**src/design/circumcircle_from_three_points_defines.svh**
```systemverilog
// assertion macros for the circumcircle block
`ifndef CIRCUMCIRCLE_FROM_THREE_POINTS_DEFINES_SVH
`define CIRCUMCIRCLE_FROM_THREE_POINTS_DEFINES_SVH
`ifndef SYNTHESIS
`define CCP_ASSERT_IMPL(name, ant, cons) \
  name: assert property (@(posedge clk) disable iff (rst) (ant) |-> (cons)) \
    else $error("ccp assertion failed");
`define CCP_ASSERT_NEXT(name, ant, cons) \
  name: assert property (@(posedge clk) disable iff (rst) (ant) |=> (cons)) \
    else $error("ccp assertion failed");
`else
`define CCP_ASSERT_IMPL(name, ant, cons)
`define CCP_ASSERT_NEXT(name, ant, cons)
`endif
`endif

```
**src/design/ccp_pkg.sv**
```systemverilog
// shared constants for the circumcircle block
`timescale 1ns / 1ps
package ccp_pkg;
  localparam int COORD_BITS_DEF = 24;
  localparam int ADDR_BITS = 3;
  localparam logic [0:0] REG_SINE_THRESHOLD = 1'b0;
  localparam logic [15:0] THRESH_RESET = 16'd7;
  localparam int SINE_SHIFT = 32;
  localparam int TH2_BITS = 32;
  localparam int MUL_CHUNK = 32;
  localparam int MUL_LAT = 5;
  localparam int QUO_BITS = 33;
  localparam int ROOT_BITS = QUO_BITS + 2;
endpackage

```
**src/design/ccp_mul.sv**
```systemverilog
// pipelined signed multiplier built from chunk partial products
`timescale 1ns / 1ps
module ccp_mul #(
  parameter int AW = 32,
  parameter int BW = 32
) (
  input  logic                  clk,
  input  logic signed [AW-1:0]  a,
  input  logic signed [BW-1:0]  b,
  output logic signed [AW+BW-1:0] p
);
  import ccp_pkg::*;

  localparam int K = MUL_CHUNK;
  localparam int NA = (AW + K - 1) / K;
  localparam int NB = (BW + K - 1) / K;
  localparam int PW = AW + BW;
  localparam int ROWW = NB * K + K;

  logic [AW-1:0] a_abs;
  logic [BW-1:0] b_abs;
  logic [NA*K-1:0] am;
  logic [NB*K-1:0] bm;
  logic neg0, neg1, neg2, neg3;
  logic [2*K-1:0] pp [NA][NB];
  logic [ROWW-1:0] row_next [NA];
  logic [ROWW-1:0] row [NA];
  logic [PW-1:0] sum_next;
  logic [PW-1:0] sum;

  always_comb begin
    a_abs = a[AW-1] ? AW'(-a) : AW'(a);
    b_abs = b[BW-1] ? BW'(-b) : BW'(b);
  end

  always_comb begin
    for (int i = 0; i < NA; i++) begin
      row_next[i] = '0;
      for (int j = 0; j < NB; j++) begin
        row_next[i] = row_next[i] + (ROWW'(pp[i][j]) << (K * j));
      end
    end
  end

  always_comb begin
    sum_next = '0;
    for (int i = 0; i < NA; i++) begin
      sum_next = sum_next + (PW'(row[i]) << (K * i));
    end
  end

  always_ff @(posedge clk) begin
    am <= (NA*K)'(a_abs);
    bm <= (NB*K)'(b_abs);
    neg0 <= a[AW-1] ^ b[BW-1];
    for (int i = 0; i < NA; i++) begin
      for (int j = 0; j < NB; j++) begin
        pp[i][j] <= (2*K)'(am[i*K +: K]) * (2*K)'(bm[j*K +: K]);
      end
    end
    neg1 <= neg0;
    row <= row_next;
    neg2 <= neg1;
    sum <= sum_next;
    neg3 <= neg2;
    p <= neg3 ? -sum : sum;
  end
endmodule

```
**config.mk**
```make
export PLATFORM = sky130hd
export DESIGN_NAME = ccp_mul
export DESIGN_NICKNAME = d
export VERILOG_FILES = /design/src/design/circumcircle_from_three_points_defines.svh /design/src/design/ccp_pkg.sv /design/src/design/ccp_mul.sv
export SDC_FILE = /design/constraint.sdc
export NUM_CORES = 2
export LEC_CHECK = 0
export BUFFER_PORTS_ARGS = -buffer_cell sky130_fd_sc_hd__buf_2
export CAP_MARGIN = 0
export CORE_MARGIN = 4
export CORE_UTILIZATION = 40
export CTS_CLUSTER_DIAMETER = 60
export CTS_CLUSTER_SIZE = 28
export DETAILED_ROUTE_END_ITERATION = 6
export PLACE_DENSITY_LB_ADDON = 0.05
export SLEW_MARGIN = 20
export SYNTH_ARGS = -nofsm -noshare
export SYNTH_HDL_FRONTEND = slang
export SYNTH_SLANG_ARGS = --single-unit
export TNS_END_PERCENT = 30
```
**constraint.sdc**
```tcl
create_clock -name clk -period 7 [get_ports clk]
set_input_delay 1.4 -clock clk [delete_from_list [all_inputs] [get_ports clk]]
set_output_delay 1.4 -clock clk [all_outputs]
set_load 0.005 [all_outputs]
```
**Yosys cells after proc, flatten, opt, wreduce, memory -nomap -nowiden**

Memory sizes are Yosys's and may differ from the RTL's. A register that Yosys moved wholly into a read port is not among the register bits.
Index checks and enable logic that the tools add are counted.

- Logic and storage cells: 19
- Bits in registers: 196
- Output and inout port bits: 64
- Memory bits (writable): 64
- Memories kept: 1

- Muxes and demuxes: 3
- Add/sub/neg operators: 3
- Multiply operators: 1
- Bitwise logic cells: 1

Memories:

| name | words | width | read ports | clocked after memory_dff | wr ports | RTL line | text |
|---|---|---|---|---|---|---|---|
| pp | 1 | 64 | 1 | 1 | 1 | ccp_mul.sv:25 | `logic [2*K-1:0] pp [NA][NB];` |

Operator list:

| kind | number |
|---|---|
| multiplier 32 x 32 -> 64 bit | 1 |
| 2-to-1 mux 64 bit | 1 |
| negation 32 bit | 2 |
| negation 64 bit | 1 |
| 2-to-1 mux 31 bit | 2 |
| bitwise XOR 1 bit | 1 |

**Logic depth before layout (Yosys ltp)**

- Word-level depth: 2
- Mapped depth: 27

**Least setup slack after synthesis**

No wires, ideal clock.

- Path type: register to register
- Start: register bm[9]
- End: memory pp[0][57] in the netlist's numbering
- Buffers on the path: 2
- Setup time: 0.121 ns
- Arrival: 7.024 ns
- Path slack: -0.145 ns
- Stages on the path, launching flop included: 25
- Period minus slack after synthesis: 7.145 ns
- Cell sequence: dfxtp_1 > clkbuf_1 > and2_1 > fa_1 > fa_1 > inv_1 > fa_1 > fa_1 > inv_1 > fa_1 > fa_1 > fa_1 > inv_1 > fa_1 > inv_1 > ha_1 > clkbuf_1 > nand4_1 > nor3_1 > nor4b_1 > a21oi_1 > o41a_1 > o21ai_1 > a41oi_1 > xnor2_1

- Word-level cells in the longest chain between the ends: 1

RTL lines:

| item | RTL line | text |
|---|---|---|
| from (decl) | ccp_mul.sv:23 | `logic [NB*K-1:0] bm;` |
| from (signal assigned) | ccp_mul.sv:54 | `bm <= (NB*K)'(b_abs);` |
| multiplier 32 x 32 -> 64 bit | ccp_mul.sv:58 | `pp[i][j] <= (2*K)'(am[i*K +: K]) * (2*K)'(bm[j*K +: K]);` |
| to (decl) | ccp_mul.sv:25 |  |

No other way between the ends.

**Final worst setup path**

- Start: register am[12]
- End: memory pp[0][59] in the netlist's numbering

- Word-level cells in the longest chain between the ends: 1

RTL lines:

| item | RTL line | text |
|---|---|---|
| from (decl) | ccp_mul.sv:22 | `logic [NA*K-1:0] am;` |
| from (signal assigned) | ccp_mul.sv:53 | `am <= (NA*K)'(a_abs);` |
| multiplier 32 x 32 -> 64 bit | ccp_mul.sv:58 |  |

No other way between the ends.

==> PnR_summary.wiki <==
{| class="wikitable"
! Metric !! Value
|-
| Largest driver fanout on the critical path || 6
|-
| Syn nets || 5595
|-
| DRC violations left || 0
|-
| Chip Height || 333.6 µm
|-
| Synth warnings || 0
|-
| Library cell contributing the largest single delay on the critical path || fa_2
|-
| Clock sink count || 324
|-
| H-tree Lvls || 1
|-
| Minimum period implied by the final worst setup slack || between 7000 and 8000 ps
|-
| Buffer levels on the longest clock path || 3
|-
| Fmax || 138.9 MHz
|-
| Most common cell type on the critical path || fa_1
|-
| Remaining max-slew budget at the tightest pin || 0.3944
|-
| Number of detailed-routing iterations run before antenna repair || 5
|-
| Clock transition at the registers of the reported paths || 100 ps
|-
| Synth cell count leaders || fa_1, inv_1, and2_1
|-
| Fraction of post-synthesis cell area in the top cell type by area || 0.4230
|-
| Port-buffer cells || 128
|-
| Total core area || 105300 µm²
|-
| Insertion delay of the later-clocked pin in the worst-skew pair || approximately 620 ps
|-
| Sum Neg Setup Slack || -908.1 ps
|-
| Most frequent cell after synthesis || fa_1
|-
| Area used by multi-input combinational logic || 32670 µm²
|-
| Count of state elements after synthesis || 324
|-
| Worst Hold Path Cells || 0
|-
| Endpoint kind of the worst setup timing path || flop
|-
| GR Util All Layers || 0.2179
|-
| Synthesized instance count || 4368
|-
| Wire length of the first global-routing pass || 187900 µm
|-
| Horiz. Die Dim || 333.6 µm
|-
| Total of max-cap violations || 0
|-
| Layout cells sized above 1 || 0.1863
|-
| Post-synth cell types || 70
|-
| Reg2reg start || am[12]
|-
| Post-Place Worst Slack || -612.1 ps
|-
| Most heavily used metal layer in global routing || met1
|-
| Total congestion overflow || 0
|-
| Failing checks || setup timing
|-
| Crit path buffers/inverters || 4
|-
| Required time reported for the critical path endpoint || ~7500 ps
|-
| Worst R2R End || pp[0][59]
|-
| Met1 track demand over resource in global routing || 0.3425
|-
| Biggest area contributors in the synthesized netlist || fa_1, dfxtp_1, and2_1
|-
| Top flip-flop cell by instance count after synthesis || dfxtp_1
|-
| Weighted congestion at the end of routability-driven global placement || 0.8465
|-
| EDFF count, synth || 0
|-
| Final worst-path setup slack || -201.4 ps
|-
| Startpoint of the lowest-slack hold path || row[1]
|-
| Mean instance size in the synthesized netlist || 9.708 µm²
|-
| Cell taking the most area after synthesis || fa_1
|-
| Ordered cell list for the critical path || buf_12 -> buf_8 -> and2_4 -> fa_2 -> fa_2 -> fa_1 -> inv_1 -> fa_1 -> inv_2 -> fa_1 -> fa_1 -> fa_1 -> fa_1 -> ha_4 -> and3_4 -> nand2_2 -> or3_4 -> o22ai_4 -> a21oi_4 -> a2111o_1 -> a21boi_2 -> nor4b_2 -> a311oi_1
|-
| Cell count after placement || between 6000 and 7000
|-
| Inserted Clock Buffers || 29
|-
| Unrepaired setup endpoints after global routing || true
|-
| HP Class || reg -> reg
|-
| Clock Skew || 18.58 ps
|-
| Worst-margin pin slew || 901.9 ps
|-
| Clock tree from TritonCTS || built
|-
| Drt via density || between 4 and 5
|-
| CP Data Arrival Time || 7720 ps
|-
| Post-route ant nets || 0
|-
| Capture endpoint of the worst hold path || sum[1]
|-
| Combined flip-flop and latch cell area || 6535 µm²
|-
| Maximum number of pins on one net before global-route repair || between 60 and 70
|-
| Outcome || finished with violations
|-
| Max-slew violation count || 0
|-
| Critical path's largest stage delay || 550 ps
|-
| Global-route track usage on met2 || 0.3253
|-
| Delay-heaviest family, CP || adder cells
|-
| Global routing usage on met3 || 0.03620
|-
| Final setup vio count || 10
|-
| Synthesized cell area || 42400 µm²
|-
| Non-filler instance count after layout || 6178
|-
| Post-detailed-route wirelength per cell || 19.29 µm
|-
| Initial core utilization || 0.4028
|-
| Number of top-level pins || approximately 130
|-
| Area overhead of the layout relative to synthesis || 19.06%
|-
| Worst-case reg-to-reg path depth || 23
|-
| Seq/Total Area, Yosys || 0.1530
|-
| R2R setup slack || -200 ps
|-
| Share of flip-flops with an asynchronous set or reset || 0
|-
| Number of placement rows || 119
|-
| Fill cell instance count of the final layout || 10062
|-
| Overall die area || 111300 µm²
|-
| Critical path type || reg -> reg
|-
| Post-Route WL || 119200 µm
|-
| # nets final || 5988
|-
| Ratio of final minimum period to clock period || 1.029
|-
| Total number of vias || roughly 29000
|-
| Fin. Hold Viols || 0
|-
| Root buffer cell || clkbuf_16
|-
| Post-cts hold buffer count || 0
|-
| Initial drt markers || 1656
|-
| CP startpoint kind || flop
|-
| Number of global-route vias before repair || 31241
|-
| Antenna violations before repair || 10
|-
| DPL Wire Length || between 100000 and 150000 µm
|}
## routing by layer
| metal | vias up | wire, µm |
|---|---|---|
| li1 | 13762 | - |
| met1 | 14885 | 60630 |
| met2 | 587 | 50380 |
| met3 | 63 | 6916 |
| met4 | 0 | 1246 |
| met5 | - | 0 |
## sequential cells by signal, indices dropped and copies added, names as in the netlist
| name | count |
|---|---|
| neg2 | 1 |
| bm | 32 |
| neg1 | 1 |
| p | 64 |
| am | 32 |
| sum | 64 |
| neg3 | 1 |
| pp | 64 |
| row | 64 |
| neg0 | 1 |
## metrics by stage
stage          area (µm²)  hold slack (ps)    util
6_report            50480            318.3  0.4796
5_1_grt             50480            319.4  0.4795
4_1_cts             50170            323.5  0.4766
3_5_place_dp        47860            312.1  0.4546
3_3_place_gp        47860            309.6  0.4546
2_1_floorplan       42450            309.6       -
## worst max-delay path by stage
stage | startpoint | to | slack (ps) | cells past startpoint
2_1_floorplan | bm[11] | pp[0][57] | -10 | 24
3_3_place_gp | bm[13] | pp[0][56] | -580 | 27
3_5_place_dp | bm[13] | pp[0][56] | -610 | 27
4_1_cts | am[12] | pp[0][55] | -200 | 24
5_1_grt | am[7] | pp[0][59] | -430 | 25
6_report | am[12] | pp[0][59] | -200 | 23
## what timing repair did
item                                    4_1_cts  5_1_grt
pin swaps                                   138       69
gates cloned                                  6        0
gates resized for setup                     210       71
endpoints found under the setup margin       31       32
buffers inserted                             31       11
## cells in the final DEF, fill, tap and decap left out, types with 29 or more instances in the layout
cell type  synthesis  final
xnor2_1          146    146
fa_1             896    841
nor2_1            33     29
buf_2              2    128
nand2_1          485    483
inv_1            862    838
buf_4              0    373
a21o_1            34     34
fa_2               0     55
xor2_1            35     34
clkbuf_16          0     29
o21ai_0           58     47
dfxtp_1          324    299
ha_1             266    245
buf_12             0     66
a21oi_1           83     63
and2_1           633    612
o31ai_1           38     36
## cell families (layout without fill, tap and decap cells)
logic type | after synthesis | after routing | share of synthesized area
simple gates | 1289 | 1289 | 0.1618
fa+ha+maj | 1162 | 1162 | 0.5015
buf+inv | 1100 | 1515 | 0.09743
flops | 324 | 324 | 0.1530
compound gates | 310 | 310 | 0.04842
xor+xnor | 181 | 181 | 0.03738
mux | 2 | 2 | 0.0004721
other cells | 0 | 4 | 0
## cell type report
class	instances	share of cell area
antenna	4	0.0001983
clock inverter	21	0.006320
timing repair buffer	600	0.1034
clock buffer	32	0.01499
multi-input combinational	2944	0.6470
tap	1391	0.03447
sequential	324	0.1294
inverter	862	0.06409
Power is not shown: default switching activity piles up to over one toggle a cycle in this logic, so the estimate is an artifact.
